`config.mk`:
```
export PLATFORM = sky130hd
export DESIGN_NAME = hdfs_regs
export DESIGN_NICKNAME = d
export VERILOG_FILES = /design/src/rtl/core/hdfs_pkg.sv /design/src/rtl/core/hdfs_regs.sv
export SDC_FILE = /design/constraint.sdc
export NUM_CORES = 1
export LEC_CHECK = 0
export BUFFER_PORTS_ARGS = -buffer_cell sky130_fd_sc_hd__buf_2
export CORE_MARGIN = 4
export CORE_UTILIZATION = 45
export CTS_CLUSTER_SIZE = 20
export DETAILED_ROUTE_END_ITERATION = 6
export GPL_ROUTABILITY_DRIVEN = 0
export HOLD_SLACK_MARGIN = 0.03
export MAX_ROUTING_LAYER = met4
export PLACE_DENSITY = 0.88
export SYNTH_ARGS = -nofsm -noshare
export SYNTH_HDL_FRONTEND = slang
export SYNTH_SLANG_ARGS = --single-unit
```
`constraint.sdc`:
```
create_clock -name clk -period 2.4 [get_ports clk]
set_input_delay 0.12 -clock clk [delete_from_list [all_inputs] [get_ports clk]]
set_output_delay 0.12 -clock clk [all_outputs]
set_load 0.02 [all_outputs]
```
`src/rtl/core/hdfs_pkg.sv`:
```
// ----------------------------------------------------------------------------
// hdfs_pkg
// Shared types, constants and the exp(-x) table for the Hawkes feature stream.
// ----------------------------------------------------------------------------
package hdfs_pkg;

  localparam int EXP_TABLE_BITS = 8;
  localparam int TIME_FRAC_BITS = 16;

  localparam int TAB_SIZE   = (1 << EXP_TABLE_BITS) + 1;
  localparam int TAB_IDX_W  = EXP_TABLE_BITS + 1;
  localparam int SEG_SHIFT  = 20 - EXP_TABLE_BITS;
  localparam int TAB_W      = 31;
  localparam int E_W        = TIME_FRAC_BITS + 1;
  localparam int PROD_W     = 48;
  localparam int MAC_W      = E_W + 33;
  localparam int SUM_W      = 40;
  localparam int HALF_SUM_W = SUM_W / 2;
  localparam int PART_W     = HALF_SUM_W + 16;
  localparam int INT_W      = SUM_W + 17;

  localparam logic [E_W-1:0] ONE_E = E_W'(1) << TIME_FRAC_BITS;

  typedef logic [TAB_W-1:0] tab_ent_t;
  typedef tab_ent_t [TAB_SIZE-1:0] exp_tab_t;

  typedef struct packed {
    logic [31:0] event_time;
    logic [31:0] window_end;
    logic        first_event;
    logic        last_event;
  } in_item_t;

  typedef struct packed {
    logic [31:0] excitation;
    logic        integral_valid;
    logic [31:0] integral;
    logic        sequence_end;
  } out_item_t;

  typedef enum logic [3:0] {
    ST_IDLE,
    ST_EXC_MUL,
    ST_EXC_INT,
    ST_EXC_RND,
    ST_EXC_MAC,
    ST_TRM_MUL,
    ST_TRM_INT,
    ST_TRM_RND,
    ST_INT_LO,
    ST_INT_HI,
    ST_DONE
  } state_t;

  typedef enum logic {
    REG_DECAY_RATE = 1'b0,
    REG_INV_DECAY  = 1'b1
  } reg_idx_t;

  typedef struct packed {
    logic cap;
    logic sel_term;
    logic mul_en;
    logic int_en;
    logic rnd_en;
    logic mac_en;
    logic acc_en;
    logic lo_en;
    logic hi_en;
    logic out_load;
  } dp_cmd_t;

  typedef struct packed {
    logic out_free;
  } dp_stat_t;

  // shift-subtract quotient, evaluated at elaboration only
  function automatic logic [63:0] const_quot(logic [63:0] num, logic [63:0] den);
    logic [63:0] q;
    logic [63:0] r;
    q = '0;
    r = '0;
    for (int b = 63; b >= 0; b--) begin
      r = {r[62:0], num[b]};
      if (r >= den) begin
        r    = r - den;
        q[b] = 1'b1;
      end
    end
    return q;
  endfunction

  function automatic exp_tab_t build_exp_tab();
    exp_tab_t    t;
    logic [63:0] d;
    logic [63:0] mag;
    logic [63:0] acc;
    logic [63:0] p;
    d   = 64'd1 << (34 - EXP_TABLE_BITS);
    mag = 64'd1 << 30;
    acc = 64'd1 << 30;
    for (int k = 1; k <= 20; k++) begin
      mag = const_quot((mag * d) >> 30, 64'(k));
      if (k[0]) acc = acc - mag;
      else acc = acc + mag;
    end
    t[0] = TAB_W'(64'd1 << 30);
    for (int k = 1; k < TAB_SIZE; k++) begin
      p = (64'(t[k-1]) * acc + (64'd1 << 29)) >> 30;
      t[k] = p[TAB_W-1:0];
    end
    return t;
  endfunction

  localparam exp_tab_t EXP_TAB = build_exp_tab();

endpackage

```
`src/rtl/core/hdfs_regs.sv`:
```
// ----------------------------------------------------------------------------
// hdfs_regs
// APB-style register file: decay rate and its reciprocal.
// ----------------------------------------------------------------------------
module hdfs_regs (
  input  logic        clk,
  input  logic        rst_n,
  input  logic        psel,
  input  logic        penable,
  input  logic        pwrite,
  input  logic [2:0]  paddr,
  input  logic [31:0] pwdata,
  output logic [31:0] prdata,
  output logic        pready,
  output logic [15:0] decay_rate,
  output logic [15:0] inv_decay_rate
);

  logic [15:0] rate_r, rate_nxt;
  logic [15:0] inv_r, inv_nxt;
  logic        wr;

  assign pready = 1'b1;
  assign wr     = psel & penable & pwrite;

  always_comb begin
    rate_nxt = rate_r;
    inv_nxt  = inv_r;
    if (wr) begin
      unique case (hdfs_pkg::reg_idx_t'(paddr[2]))
        hdfs_pkg::REG_DECAY_RATE: rate_nxt = pwdata[15:0];
        hdfs_pkg::REG_INV_DECAY:  inv_nxt  = pwdata[15:0];
        default: ;
      endcase
    end
  end

  always_ff @(posedge clk) begin
    if (!rst_n) begin
      rate_r <= 16'd4096;
      inv_r  <= 16'd256;
    end else begin
      rate_r <= rate_nxt;
      inv_r  <= inv_nxt;
    end
  end

  always_comb begin
    unique case (hdfs_pkg::reg_idx_t'(paddr[2]))
      hdfs_pkg::REG_DECAY_RATE: prdata = {16'd0, rate_r};
      hdfs_pkg::REG_INV_DECAY:  prdata = {16'd0, inv_r};
      default:                  prdata = 32'd0;
    endcase
  end

  assign decay_rate     = rate_r;
  assign inv_decay_rate = inv_r;

endmodule

```
# [Word-level counts from Yosys, hierarchy flattened]
# Index checks and enable logic that the tools add are counted.
[classes] reduce_logical=2 n_mux=1 n_bitwise=3
[ops] op="$pmux W32 S2" count=1
[ops] op="$reduce_and A2 Y1" count=2
[ops] op="$and A1 B1 Y1" count=2
[ops] op="$not A1 Y1" count=1
[totals] in_bits=40 word_cells=8 reg_bits=32

# [Logic depth before layout (Yosys ltp)]
[depth] ltp_word=3 mapped_depth=5 ltp_nobuf=2

# [Worst setup path before layout]
# OpenSTA, ideal clock, no wires.
[synth_path] path_kind="input-to-reg" from="in paddr[2]" to="reg rate_r[0] (netlist: decay_rate[0])" required_ns=2.328 n_path_buf=3 cell_stages=5 setup_time_ns=0.072 path_slack_ns=1.414 arrival_time_ns=0.914 path_cell_list="buf_6 -> and4b_1 -> buf_6 -> buf_12 -> mux2i_1"
[synth_between] elab_chain_len=2
[synth_lines] element="start: declaration" line="hdfs_regs.sv:11" rtl="input logic [2:0] paddr,"
[synth_lines] element="$not A1 Y1 (no source line)"
[synth_lines] element="$reduce_and A2 Y1 (no source line)"
[synth_lines] element="end signal: assignment" line="hdfs_regs.sv:43" rtl="rate_r <= rate_nxt;"
[synth_lines] element="end: declaration" line="hdfs_regs.sv:19" rtl="logic [15:0] rate_r, rate_nxt;"
# Every way passes these cells.
# A chain may end at the register's enable or synchronous reset.

# [Worst setup path in the final report]
[layout_path] from="in paddr[2]" to="reg inv_r[5] (netlist: inv_decay_rate[5])"
[layout_between] elab_chain_len=1
[layout_lines] element="$reduce_and A2 Y1 (no source line)"
[layout_lines] element="end signal: assignment" line="hdfs_regs.sv:44" rtl="inv_r <= inv_nxt;"
[layout_lines] element="end: declaration" line="hdfs_regs.sv:20" rtl="logic [15:0] inv_r, inv_nxt;"
# Every way passes these cells.

==> metrics.txt <==
status completed; CP Capture Type flop; number of synthesis warnings 0; Layout area overhead 21.4%; dpl hpwl 2.33 mm; First-pass DRT Iterations 4; post-synthesis register bit count 32; slowest stage delay, CP 0.64 ns; Max Root-Sink Buffers 2; WHS Endpoint inv_decay_rate[0]$_SDFFE_PN0P_; count of cell types in the netlist 14; starting density of the core 0.469; number of buffers created by CTS 5; Core ar. 3360 um2; reg2reg setup slack 1.75 ns; fin nets about 270; Remaining Overflow, GRT 0; CP max FO 19; Die Footprint approximately 4500 um2; Worst R2R Path Depth 2; Die W 67.2 um; fin crit share 0.504; clk root buf clkbuf_4; Lkg Pwr 0.996 nW; Req. time, crit path 2.64 ns; Util after Layout 0.570; total track usage 0.148; I/O pin count 105; Hold Startpoint pwdata[0]; worst hold path depth 3; Max Freq between 800 and 900 MHz; Slew Viols, Final 0; post-synth top area cell dfxtp_1; maximum capacitance violations 0; WL per Instance 11.8 um; clock sinks 32; HP Class in -> reg; first-pass GRT wire length 4.89 mm; diodes inserted 0; Routed Antenna Nets 0; Tmin final 1.21 ns; Reg area 641 um2; Post-Route WL around 3.3 mm; most common cell after layout, fill and taps aside buf_2; Worst slew margin 0.464; commonest cells after routing, fill and taps aside 69 x buf_2, 46 x nand2_1, 32 x mux2i_1, 32 x dfxtp_1, 17 x conb_1; setup TNS 0 ns; Mapped Area 1580 um2; CP Launch Type input port; Avg Synthesized Cell Area ~9.6 um2; Largest delay share family, worst path simple AND/OR/NAND/NOR gates; Setup-failing EPs final 0; Clock Latency Late Sink 0.32 ns; CTS tree yes; clock slew at reported path FFs 0.09 ns; FP Rows 21; H-tree levels 2; synthesized netlist cell count 164; Synth top area share 0.406; Starting DRT DRC Count 35; share of layout cells above drive strength 1 0.400; RR Endpoint decay_rate[9]$_SDFFE_PN0P_; Synth area leaders dfxtp_1 41%, mux2i_1 20%, mux2_2 11%, nand2_1 11%, buf_4 8.1%; slowest cell on the critical path nand4_1; sequential area share after synthesis 0.406; Vias/cell 4.63; Setup CP Type in -> reg; Arrival @ worst endpoint roughly 1.5 ns; area occupied by multi-input gates roughly 790 um2; worst slew pin tran 0.804 ns; Buf/Inv on CP 1; vias 1277; RR Startpoint decay_rate[9]$_SDFFE_PN0P_; Layout Skew 0 ns; post-layout total power 1.01 mW; Die Ht 67.2 um; # Post-CTS Setup Buffers 0; RSZ-0062 raised after global routing no; I/O Buffers 69; Power Density about 530 nW/um2; VDD IR max 0.330 mV; final-report hold violation count 0; largest net degree at the start of global routing 51; DRC viols 0; crit-path cells buf_2, nand4_1, mux2i_1; vias in the first global route 1160; filler instances 329; initial antenna violation count 0
repair_timing:
action,4_1_cts,5_1_grt
gates resized for setup,0,0
hold endpoints to repair,1,1
hold buffers,1,1
worst max-delay path by stage:
stage,startpoint,slack [ns],depth (start not counted),endpoint
after floorplan,paddr[2],1.41,5,decay_rate[0]$_SDFFE_PN0P_
after global placement,paddr[2],0.88,3,inv_decay_rate[6]$_SDFFE_PN0P_
after detailed placement,paddr[2],0.84,3,inv_decay_rate[1]$_SDFFE_PN0P_
after CTS,inv_decay_rate[8]$_SDFFE_PN1P_,1.18,2,prdata[8]
after global routing,paddr[2],1.09,3,inv_decay_rate[6]$_SDFFE_PN0P_
final,paddr[2],1.19,3,inv_decay_rate[5]$_SDFFE_PN0P_
Yosys cell counts (all sizes together):
| cell | count |
|---|---|
| mux2 | 16 |
| and4 | 1 |
| nand4 | 1 |
| mux2i | 32 |
| nor2b | 4 |
| and4b | 1 |
| buf | 23 |
| conb | 2 |
| nand2 | 46 |
| clkbuf | 6 |
| dfxtp | 32 |
where the power goes:
part           switching, mW  leakage (nW)  internal, mW
Sequential           0.00794         0.259         0.542
Clock                  0.169        0.0326         0.145
Combinational         0.0975         0.705        0.0528
Total                  0.275         0.996         0.740
worst reg2reg max path, stage by stage (launching register included):
cell,delay (ns)
dfxtp_1,0.35
nand2_1,0.07
mux2i_1,0.16
sequential cells by signal, summed over array words and instances, names as in the netlist:
| register | count |
|---|---|
| decay_rate | 16 |
| inv_decay_rate | 16 |
metal layers:
layer / part of all wire / wire length (um) / global-route usage
met1: 0.40 / 1310 / 0.149
met2: 0.51 / 1650 / 0.260
met3: 0.070 / 229 / 0.0399
met4: 0.021 / 67 / 0.0759
met5: 0 / 0 / -
logic make-up after synthesis:
family	Yosys count	share of synthesized area
other	2	0.00476
muxes	48	0.317
buffers and inverters	29	0.132
DFF	32	0.406
and+or+nand+nor	53	0.141
area by class of cell:
| class | instances | share of cell area |
|---|---|---|
| Timing Repair Buffer | 72 | 0.195 |
| Multi-Input combinational cell | 118 | 0.411 |
| Tap cell | 46 | 0.0300 |
| Clock buffer | 8 | 0.0307 |
| Sequential cell | 32 | 0.334 |
metrics by stage:
| stage | hold WS [ns] | cell area [um2] | worst slack (ns) | instances |
|---|---|---|---|---|
| after global placement | 0.381 | 1840 | 0.879 | 266 |
| final | 0.0553 | 1920 | 1.19 | 276 |
| after detailed placement | 0.389 | 1840 | 0.843 | 266 |
| after CTS | 0.0307 | 1910 | 1.18 | 275 |
| after floorplan | 0.262 | 1640 | 1.41 | 179 |
| after global routing | 0.0463 | 1920 | 1.09 | 276 |
(Power assumes the default switching activity.)
