File: config.mk
export PLATFORM = sky130hd
export DESIGN_NAME = hdfs_ctrl
export DESIGN_NICKNAME = d
export VERILOG_FILES = /design/src/rtl/core/hdfs_pkg.sv /design/src/rtl/core/hdfs_ctrl.sv
export SDC_FILE = /design/constraint.sdc
export NUM_CORES = 1
export LEC_CHECK = 0
export BUFFER_PORTS_ARGS = -buffer_cell sky130_fd_sc_hd__buf_2
export CAP_MARGIN = 5
export CORE_AREA = 5 5 42 44
export DETAILED_ROUTE_END_ITERATION = 10
export DIE_AREA = 0 0 47 49
export PLACE_DENSITY_LB_ADDON = 0.08
export SYNTH_ARGS = -nofsm -noshare
export SYNTH_HDL_FRONTEND = slang
export SYNTH_SLANG_ARGS = --single-unit
File: constraint.sdc
create_clock -name clk -period 1.1 [get_ports clk]
set_input_delay 0.055 -clock clk [delete_from_list [all_inputs] [get_ports clk]]
set_output_delay 0.055 -clock clk [all_outputs]
set_load 0.02 [all_outputs]
File: src/rtl/core/hdfs_pkg.sv
// ----------------------------------------------------------------------------
// hdfs_pkg
// Shared types, constants and the exp(-x) table for the Hawkes feature stream.
// ----------------------------------------------------------------------------
package hdfs_pkg;

  localparam int EXP_TABLE_BITS = 8;
  localparam int TIME_FRAC_BITS = 16;

  localparam int TAB_SIZE   = (1 << EXP_TABLE_BITS) + 1;
  localparam int TAB_IDX_W  = EXP_TABLE_BITS + 1;
  localparam int SEG_SHIFT  = 20 - EXP_TABLE_BITS;
  localparam int TAB_W      = 31;
  localparam int E_W        = TIME_FRAC_BITS + 1;
  localparam int PROD_W     = 48;
  localparam int MAC_W      = E_W + 33;
  localparam int SUM_W      = 40;
  localparam int HALF_SUM_W = SUM_W / 2;
  localparam int PART_W     = HALF_SUM_W + 16;
  localparam int INT_W      = SUM_W + 17;

  localparam logic [E_W-1:0] ONE_E = E_W'(1) << TIME_FRAC_BITS;

  typedef logic [TAB_W-1:0] tab_ent_t;
  typedef tab_ent_t [TAB_SIZE-1:0] exp_tab_t;

  typedef struct packed {
    logic [31:0] event_time;
    logic [31:0] window_end;
    logic        first_event;
    logic        last_event;
  } in_item_t;

  typedef struct packed {
    logic [31:0] excitation;
    logic        integral_valid;
    logic [31:0] integral;
    logic        sequence_end;
  } out_item_t;

  typedef enum logic [3:0] {
    ST_IDLE,
    ST_EXC_MUL,
    ST_EXC_INT,
    ST_EXC_RND,
    ST_EXC_MAC,
    ST_TRM_MUL,
    ST_TRM_INT,
    ST_TRM_RND,
    ST_INT_LO,
    ST_INT_HI,
    ST_DONE
  } state_t;

  typedef enum logic {
    REG_DECAY_RATE = 1'b0,
    REG_INV_DECAY  = 1'b1
  } reg_idx_t;

  typedef struct packed {
    logic cap;
    logic sel_term;
    logic mul_en;
    logic int_en;
    logic rnd_en;
    logic mac_en;
    logic acc_en;
    logic lo_en;
    logic hi_en;
    logic out_load;
  } dp_cmd_t;

  typedef struct packed {
    logic out_free;
  } dp_stat_t;

  // shift-subtract quotient, evaluated at elaboration only
  function automatic logic [63:0] const_quot(logic [63:0] num, logic [63:0] den);
    logic [63:0] q;
    logic [63:0] r;
    q = '0;
    r = '0;
    for (int b = 63; b >= 0; b--) begin
      r = {r[62:0], num[b]};
      if (r >= den) begin
        r    = r - den;
        q[b] = 1'b1;
      end
    end
    return q;
  endfunction

  function automatic exp_tab_t build_exp_tab();
    exp_tab_t    t;
    logic [63:0] d;
    logic [63:0] mag;
    logic [63:0] acc;
    logic [63:0] p;
    d   = 64'd1 << (34 - EXP_TABLE_BITS);
    mag = 64'd1 << 30;
    acc = 64'd1 << 30;
    for (int k = 1; k <= 20; k++) begin
      mag = const_quot((mag * d) >> 30, 64'(k));
      if (k[0]) acc = acc - mag;
      else acc = acc + mag;
    end
    t[0] = TAB_W'(64'd1 << 30);
    for (int k = 1; k < TAB_SIZE; k++) begin
      p = (64'(t[k-1]) * acc + (64'd1 << 29)) >> 30;
      t[k] = p[TAB_W-1:0];
    end
    return t;
  endfunction

  localparam exp_tab_t EXP_TAB = build_exp_tab();

endpackage

File: src/rtl/core/hdfs_ctrl.sv
// ----------------------------------------------------------------------------
// hdfs_ctrl
// Sequencer: steps one request through both decays, the sum and the scaling.
// ----------------------------------------------------------------------------
module hdfs_ctrl (
  input  logic                clk,
  input  logic                rst_n,
  input  logic                in_valid,
  output logic                in_ready,
  input  hdfs_pkg::dp_stat_t  stat,
  output hdfs_pkg::dp_cmd_t   cmd
);

  hdfs_pkg::state_t state_r, state_nxt;

  always_ff @(posedge clk) begin
    if (!rst_n) state_r <= hdfs_pkg::ST_IDLE;
    else state_r <= state_nxt;
  end

  always_comb begin
    state_nxt = state_r;
    cmd       = '0;
    in_ready  = 1'b0;
    unique case (state_r)
      hdfs_pkg::ST_IDLE: begin
        in_ready = 1'b1;
        if (in_valid) begin
          cmd.cap   = 1'b1;
          state_nxt = hdfs_pkg::ST_EXC_MUL;
        end
      end
      hdfs_pkg::ST_EXC_MUL: begin
        cmd.mul_en = 1'b1;
        state_nxt  = hdfs_pkg::ST_EXC_INT;
      end
      hdfs_pkg::ST_EXC_INT: begin
        cmd.int_en = 1'b1;
        state_nxt  = hdfs_pkg::ST_EXC_RND;
      end
      hdfs_pkg::ST_EXC_RND: begin
        cmd.rnd_en = 1'b1;
        state_nxt  = hdfs_pkg::ST_EXC_MAC;
      end
      hdfs_pkg::ST_EXC_MAC: begin
        cmd.mac_en = 1'b1;
        state_nxt  = hdfs_pkg::ST_TRM_MUL;
      end
      hdfs_pkg::ST_TRM_MUL: begin
        cmd.sel_term = 1'b1;
        cmd.mul_en   = 1'b1;
        state_nxt    = hdfs_pkg::ST_TRM_INT;
      end
      hdfs_pkg::ST_TRM_INT: begin
        cmd.int_en = 1'b1;
        state_nxt  = hdfs_pkg::ST_TRM_RND;
      end
      hdfs_pkg::ST_TRM_RND: begin
        cmd.rnd_en = 1'b1;
        state_nxt  = hdfs_pkg::ST_INT_LO;
      end
      hdfs_pkg::ST_INT_LO: begin
        cmd.acc_en = 1'b1;
        state_nxt  = hdfs_pkg::ST_INT_HI;
      end
      hdfs_pkg::ST_INT_HI: begin
        cmd.lo_en = 1'b1;
        cmd.hi_en = 1'b1;
        state_nxt = hdfs_pkg::ST_DONE;
      end
      hdfs_pkg::ST_DONE: begin
        if (stat.out_free) begin
          cmd.out_load = 1'b1;
          state_nxt    = hdfs_pkg::ST_IDLE;
        end
      end
      default: state_nxt = hdfs_pkg::ST_IDLE;
    endcase
  end

endmodule

# ---- After elaboration in Yosys (flattened, before gate mapping)
# Index checks and enable logic that the tools add are counted.
dict set report totals {
  register_bits 4
}
dict set report classes {
  n_reduce_logical 5
  n_eq_ne 12
  muxes 15
}
# op n
set op_table {}
lappend op_table {{$pmux W4 S11} 1}
lappend op_table {{$eq A4 B3 Y1 const B} 4}
lappend op_table {{$eq A4 B4 Y1 const B} 3}
lappend op_table {{$mux W1} 11}
lappend op_table {{$eq A4 B2 Y1 const B} 2}
lappend op_table {{$mux W4} 2}
lappend op_table {{$reduce_or A2 Y1} 3}
lappend op_table {{$eq A4 B1 Y1 const B} 1}
lappend op_table {{$logic_not A4 Y1} 1}
lappend op_table {{$ne A2 B2 Y1 const B} 2}
lappend op_table {{$mux W2} 1}
lappend op_table {{$reduce_and A2 Y1} 1}

# ---- Longest topological paths before layout
# Gate-level depths: netlist of the first run.
dict set report logic_depth {
  ltp_word 3
  ltp_mapped 4
  mapped_depth_nobuf 3
}

# ---- Least setup slack after synthesis of the first run
# Ideal clock, no wire load.
dict set report synth_timing {
  path_kind {reg-to-output}
  startpoint {reg state_r[2]}
  endpoint {out cmd[9] (netlist name)}
  path_buffers 1
  slack_ns -0.210
  required_time_ns 1.045
  path_stages_with_launch 5
  t_arrival_ns 1.255
  path_cell_list {dfxtp_1 > buf_6 > or4_4 > inv_2 > and2_1}
}
# element line
set synth_lines {}
lappend synth_lines {{start: declaration} hdfs_ctrl.sv:14} ;# hdfs_pkg::state_t state_r, state_nxt;
lappend synth_lines {{start signal: assignment} hdfs_ctrl.sv:17} ;# if (!rst_n) state_r <= hdfs_pkg::ST_IDLE;
lappend synth_lines {{start signal: assignment} hdfs_ctrl.sv:18} ;# else state_r <= state_nxt;
lappend synth_lines {{end: declaration} hdfs_ctrl.sv:11} ;# output hdfs_pkg::dp_cmd_t cmd

==> results of run 1 <==
==> report_power, final <==
group / leakage, nW / switching [mW] / internal [mW]
registers: 0.0333 / 0.0276 / 0.198
clock network: 0.0138 / 0.0493 / 0.121
logic: 0.233 / 0.621 / 0.671
total: 0.280 / 0.698 / 0.989
==> area by class of cell <==
cell class                      instances  area share [%]
Multi-Input combinational cell         30            42.3
Timing Repair Buffer                   25            36.9
Sequential cell                         4            13.0
Clock buffer                            3            3.61
Tap cell                               16            3.21
Inverter                                1            1.00
==> cell families (layout without fill, tap and decap cells) <==
family / count (synthesis) / count (layout)
buf+inv: 6 / 29
compound gates: 7 / 7
xor+xnor: 2 / 2
flops: 4 / 4
simple gates: 21 / 21
==> final timing paths <==
path | slack [ns] | from | to | cells after the start
setup / recovery | -0.33 | state_r[0] | cmd[9] | 4
hold / removal | 0.1 | rst_n | state_r[1] | 3
setup reg to reg | -0.21 | state_r[0] | state_r[3] | 4
hold reg to reg | 0.70 | state_r[2] | state_r[2] | 3
==> worst max-delay path: stages (launching register included) <==
cell and delay [ns]:
dfxtp_1 0.30, or4_4 0.55, inv_4 0.06, and2_4 0.13
buf_6 0.10
==> timing repair <==
action                                  in CTS  in global routing
pin swaps                                    8                  2
endpoints found under the setup margin      14                 15
resized for setup                           39                  6
endpoints found under the hold margin        0                  0
setup buffers                                5                  0
gates cloned                                 0                  0
==> stage by stage <==
step,std cells,setup slack [ns],setup TNS (ns)
after floorplan,40,-0.0690,-0.169
after global placement,71,-0.121,-0.530
after detailed placement,71,-0.140,-0.634
after CTS,79,-0.337,-1.86
after global routing,79,-0.360,-2.56
final,79,-0.326,-1.89
==> cells in the mapped netlist (all sizes together) <==
| cell | count | area, µm² |
|---|---|---|
| a21oi | 2 | 10.0 |
| a22oi | 1 | 7.51 |
| a2bb2oi | 1 | 8.76 |
| and2 | 2 | 12.5 |
| and3 | 2 | 13.8 |
| and3b | 2 | 17.5 |
| and4b | 1 | 10.0 |
| buf | 5 | 33.8 |
| dfxtp | 4 | 80.1 |
| inv | 1 | 3.75 |
| nand2 | 4 | 15.0 |
| nor2 | 6 | 22.5 |
| nor3 | 1 | 5.00 |
| nor3b | 2 | 15.0 |
| o21ai | 3 | 18.8 |
| or4 | 1 | 11.3 |
| xnor2 | 1 | 8.76 |
| xor2 | 1 | 8.76 |
==> layer usage <==
layer	share of wire (%)	track usage [%]	up-vias	routed length, µm
met4	0	5.53	0	0
met5	0	0	-	0
met1	37	7.69	167	336
met3	3.4	1.11	0	31
met2	59	15.6	4	540
li1	-	-	182	-
==> impl_metrics.py, run 1 <==
metrics = {
    "yosys": {
        "synth-xor-area-share_pct": 5.79,
        "postSynthCellCount": 40,
        "synth_fa_ha_area_share_pct": 0,
        "synth_seq_cells": 4,
        "synth_area_per_cell_um2": 7.57,
        "synthesis.area_um2": 303,
        "synth-warning-count": 0,
        "synth_simple_gate_area_share_pct": 40.5,
        "synth_top_family_by_area": "simple AND/OR/NAND/NOR gates",
        "ys_seq_area_share_pct": 26.4,
        "synthDistinctLibCells": 22,
        "syn-num-nets": 44,
        "synth_compound_area_share_pct": 14.9,
        "synth.area.mux_share_pct": 0,
    },
    "finish": {
        "layout_commonest_cell": "buf_6",
        "antenna_cells": 0,
        "area_growth_pct": 106,
        "largest_reg_flops": 4,
        "regMostFlops": "state_r",
        "finalNetCount": 69,
        "top_regs": "state_r: 4 flops",
        "multiInputGateArea_um2": 264,
        "final_util_pct": 44.6,
        "drive_above_1_share_pct": 73.0,
        "seq_area_um2": 81.3,
        "final_cell_mix": "buf_6, buf_4, nor2_4, buf_2",
        "final_area_um2": 624,
        "nFillCells": 142,
    },
    "run": {
        "maxCapViolations": 0,
    },
    "route": {
        "vias": 353,
        "drc": 0,
        "drt_iter0_drc": 2,
        "viasPerCell": 4.47,
        "wire_per_inst_um": 11.5,
        "firstDrtPassIters": 2,
        "antenna_left": 0,
        "finalWirelength_um": 908,
    },
    "floorplan": {
        "initial_core_util_pct": 21.6,
        "rows": 14,
        "dieHeight_um": 49,
        "core_mm2": 0.00140,
        "die_area_mm2": 0.00230,
        "io_pins": 15,
        "die_w_um": 47,
    },
    "timing": {
        "setup_viol": 14,
        "fmax_ghz": 0.701,
        "hold_slack_ns": 0.0995,
        "hold_viol_final": 0,
        "slew_headroom_pct": 86.3,
        "drv_slew": 0,
        "fin_crit_sh_pct": 130,
        "rsz0062_at_grt": "true",
        "clock_skew_ns": 0.00155,
        "layout_setup_ws_ns": -0.326,
        "period_minus_slack_ns": 1.43,
        "tightest_slew_ns": 0.205,
    },
    "hold_path": {
        "hold_class": "input pin to flop",
    },
    "global_routing": {
        "groute.usage.overall_pct": 8.38,
        "antenna_found_initial": 0,
        "grt_max_degree": 12,
        "grt_pass1_wl_um": 1410,
        "grt-ovfl-total": 0,
        "grt_pass1_vias": 358,
    },
    "setup_path": {
        "crit_required_ns": 1.04,
        "cp-end-kind": "output pin",
        "setup.worst_path.start_class": "flop",
        "worstSetupPathType": "flop to output pin",
        "crit_fanout": 2,
        "worst-endpoint-arrival_ns": 1.37,
    },
    "clock_tree": {
        "cts.sinks": 4,
        "cts-root-buf": "clkbuf_4",
        "cts_buffers": 3,
        "cts.path.max_buffers": 2,
        "holdBufCountCts": 0,
        "clock_latency_ns": 0.23,
        "cts_tree": "built",
        "clk_pin_slew_ns": 0.03,
        "ctsHtreeMaxLevel": 1,
    },
    "pwr": {
        "powerDensity_mw_per_mm2": 2700,
        "p_leak_nw": 0.280,
        "p_total_mw": 1.69,
        "vdd_drop_max_uv": 1180,
    },
    "place": {
        "routabilityCongestion": 0.706,
        "dp_hpwl_um": 611,
        "placed_cell_area_um2": 410,
        "io_buffers": 14,
    },
    "status": {
        "status": "finished, violations left",
        "failed_checks": "setup timing",
    },
}
Note: power is estimated with default switching activity, not from simulation.
==> run 2: changes to the inputs <==
BUFFER_PORTS_ARGS = default   (was -buffer_cell sky130_fd_sc_hd__buf_2)
DONT_BUFFER_PORTS = 1   (was default)
==> run 2 against run 1 <==
The run still ends with setup timing left; core utilization is 1.1 points higher; clock skew is 0.0044 ns higher; global-route usage is 0.78 points higher; sequential share of layout area is 0.28 points higher; sequential power is 10% higher; combinational power is 4% higher; clock-buffer cell count stayed put; wire length is 5.4% higher; register-to-register slack hardly changed; largest power group unchanged.
==> impl_metrics.py, run 2 (synthesis gave the netlist of run 1 again) <==
metrics = {
    "clock_tree": {
        "cts.path.max_buffers": 2,
        "ctsHtreeMaxLevel": 1,
        "cts-root-buf": "clkbuf_4",
        "cts_tree": "built",
        "cts.sinks": 4,
        "cts_buffers": 3,
        "clock_latency_ns": 0.23,
        "clk_pin_slew_ns": 0.04,
    },
    "pwr": {
        "power_frac_seq_pct": 14.0,
        "p_leak_nw": 0.285,
        "pwr-share-comb_pct": 75.8,
        "p_int_mw": 1.06,
        "powerDensity_mw_per_mm2": 2770,
        "vdd_drop_max_uv": 944,
        "p_sw_share_pct": 40.1,
        "p_switching_mw": 0.710,
        "clkPwrFrac_pct": 10.2,
    },
    "timing": {
        "rsz0062_at_grt": "true",
        "setup_viol": 15,
        "layout_setup_ws_ns": -0.285,
        "fmax_ghz": 0.722,
        "tightest_slew_ns": 0.170,
        "hold_slack_ns": 0.00983,
        "slew_headroom_pct": 88.6,
        "clock_skew_ns": 0.00599,
        "hold_viol_final": 0,
        "fin_crit_sh_pct": 126,
        "period_minus_slack_ns": 1.38,
        "drv_slew": 0,
    },
    "floorplan": {
        "die_area_mm2": 0.00230,
        "io_pins": 15,
        "rows": 14,
        "core_mm2": 0.00140,
        "initial_core_util_pct": 21.6,
        "die_w_um": 47,
        "dieHeight_um": 49,
    },
    "finish": {
        "antenna_cells": 0,
        "drive_above_1_share_pct": 78.1,
        "area_growth_pct": 111,
        "final_cell_mix": "buf_4, buf_6, nor2_4, dfxtp_2, clkbuf_4",
        "regMostFlops": "state_r",
        "final_area_um2": 639,
        "final_cells": 80,
        "layout_commonest_cell": "buf_4",
        "finalNetCount": 70,
        "largest_reg_flops": 4,
        "top_regs": "state_r: 4 flops",
    },
    "place": {
        "dp_hpwl_um": 611,
        "io_buffers": 0,
        "dp_cells": 67,
        "routabilityCongestion": 0.693,
        "placed_cell_area_um2": 415,
    },
    "global_routing": {
        "grt_max_degree": 11,
        "antenna_found_initial": 0,
        "grt-ovfl-total": 0,
        "groute.usage.overall_pct": 9.16,
        "grt_pass1_vias": 379,
        "grt_pass1_wl_um": 1530,
    },
    "setup_path": {
        "worst-endpoint-arrival_ns": 1.33,
        "crit_required_ns": 1.04,
        "worstSetupPathType": "flop to output pin",
        "cp-end-kind": "output pin",
        "crit_fanout": 2,
        "setup.worst_path.start_class": "flop",
    },
    "status": {
        "status": "finished, violations left",
        "failed_checks": "setup timing",
    },
    "route": {
        "wire_per_inst_um": 12.0,
        "finalWirelength_um": 957,
        "viasPerCell": 4.56,
        "antenna_left": 0,
        "vias": 365,
        "firstDrtPassIters": 2,
        "drt_iter0_drc": 2,
        "drc": 0,
    },
    "run": {
        "maxCapViolations": 0,
    },
    "hold_path": {
        "hold_class": "input pin to flop",
    },
}
## run 2: changes by cell type in the layout (fill, tap and decap cells not counted), sizes merged
cell / previous run / this run
dlygate4sd3: 0 / 1
## run 2: final timing paths
path,end,slack [ns],depth (start not counted),startpoint
worst max-delay path,cmd[9],-0.28,3,state_r[2]
worst min-delay path,state_r[1],0.01,2,in_valid
worst max register to register,state_r[3],-0.21,4,state_r[2]
worst min register to register,state_r[1],0.69,4,state_r[0]
## run 2: per-layer routing
layer / routed length, µm / share of wire, % / global-route usage (%) / vias to the layer above
li1: - / - / - / 186
met1: 329 / 34 / 8.15 / 172
met2: 582 / 61 / 17.6 / 5
met3: 30 / 3.1 / 2.21 / 2
met4: 15 / 1.6 / 4.15 / 0
met5: 0 / 0 / 0 / -
## run 2: what timing repair did
action                     in CTS  in global routing
hold buffers                    1                  0
hold endpoints to repair        3                  0
setup endpoints to repair      14                 15
setup buffers                   6                  4
gates resized for setup        31                  7
pin swaps                      15                  8
## run 2: critical path, cell delays in order, from the launching register on
cell     delay, ns
dfxtp_2       0.31
or4_4         0.55
inv_4         0.07
and2_4        0.17
## run 2: per-stage QoR
| stage | setup slack (ns) | utilization [%] | power (mW) | setup TNS, ns |
|---|---|---|---|---|
| after detailed placement | -0.0907 | 29.6 | 1.11 | -0.274 |
| final | -0.285 | 45.6 | 1.77 | -1.92 |
| after global routing | -0.314 | 45.6 | 1.89 | -2.61 |
| after global placement | -0.0668 | 29.6 | 1.10 | -0.212 |
| after CTS | -0.294 | 41.8 | 1.65 | -1.99 |
| after floorplan | -0.0690 | - | 0.805 | -0.169 |
## run 2: layout make-up
class / count / area, µm²
Multi-Input combinational cell: 30 / 259
Timing Repair Buffer: 26 / 246
Inverter: 1 / 6.26
Fill cell: 144 / 762
Tap cell: 16 / 20.0
Clock buffer: 3 / 22.5
Sequential cell: 4 / 85.1
## run 2: power by group through the flow
stage          logic, mW  registers, mW  clock network, mW
2_1_floorplan      0.588          0.217                  0
3_3_place_gp       0.874          0.230                  0
3_5_place_dp       0.877          0.231                  0
4_1_cts             1.22          0.242              0.189
5_1_grt             1.44          0.253              0.195
6_report            1.34          0.248              0.181
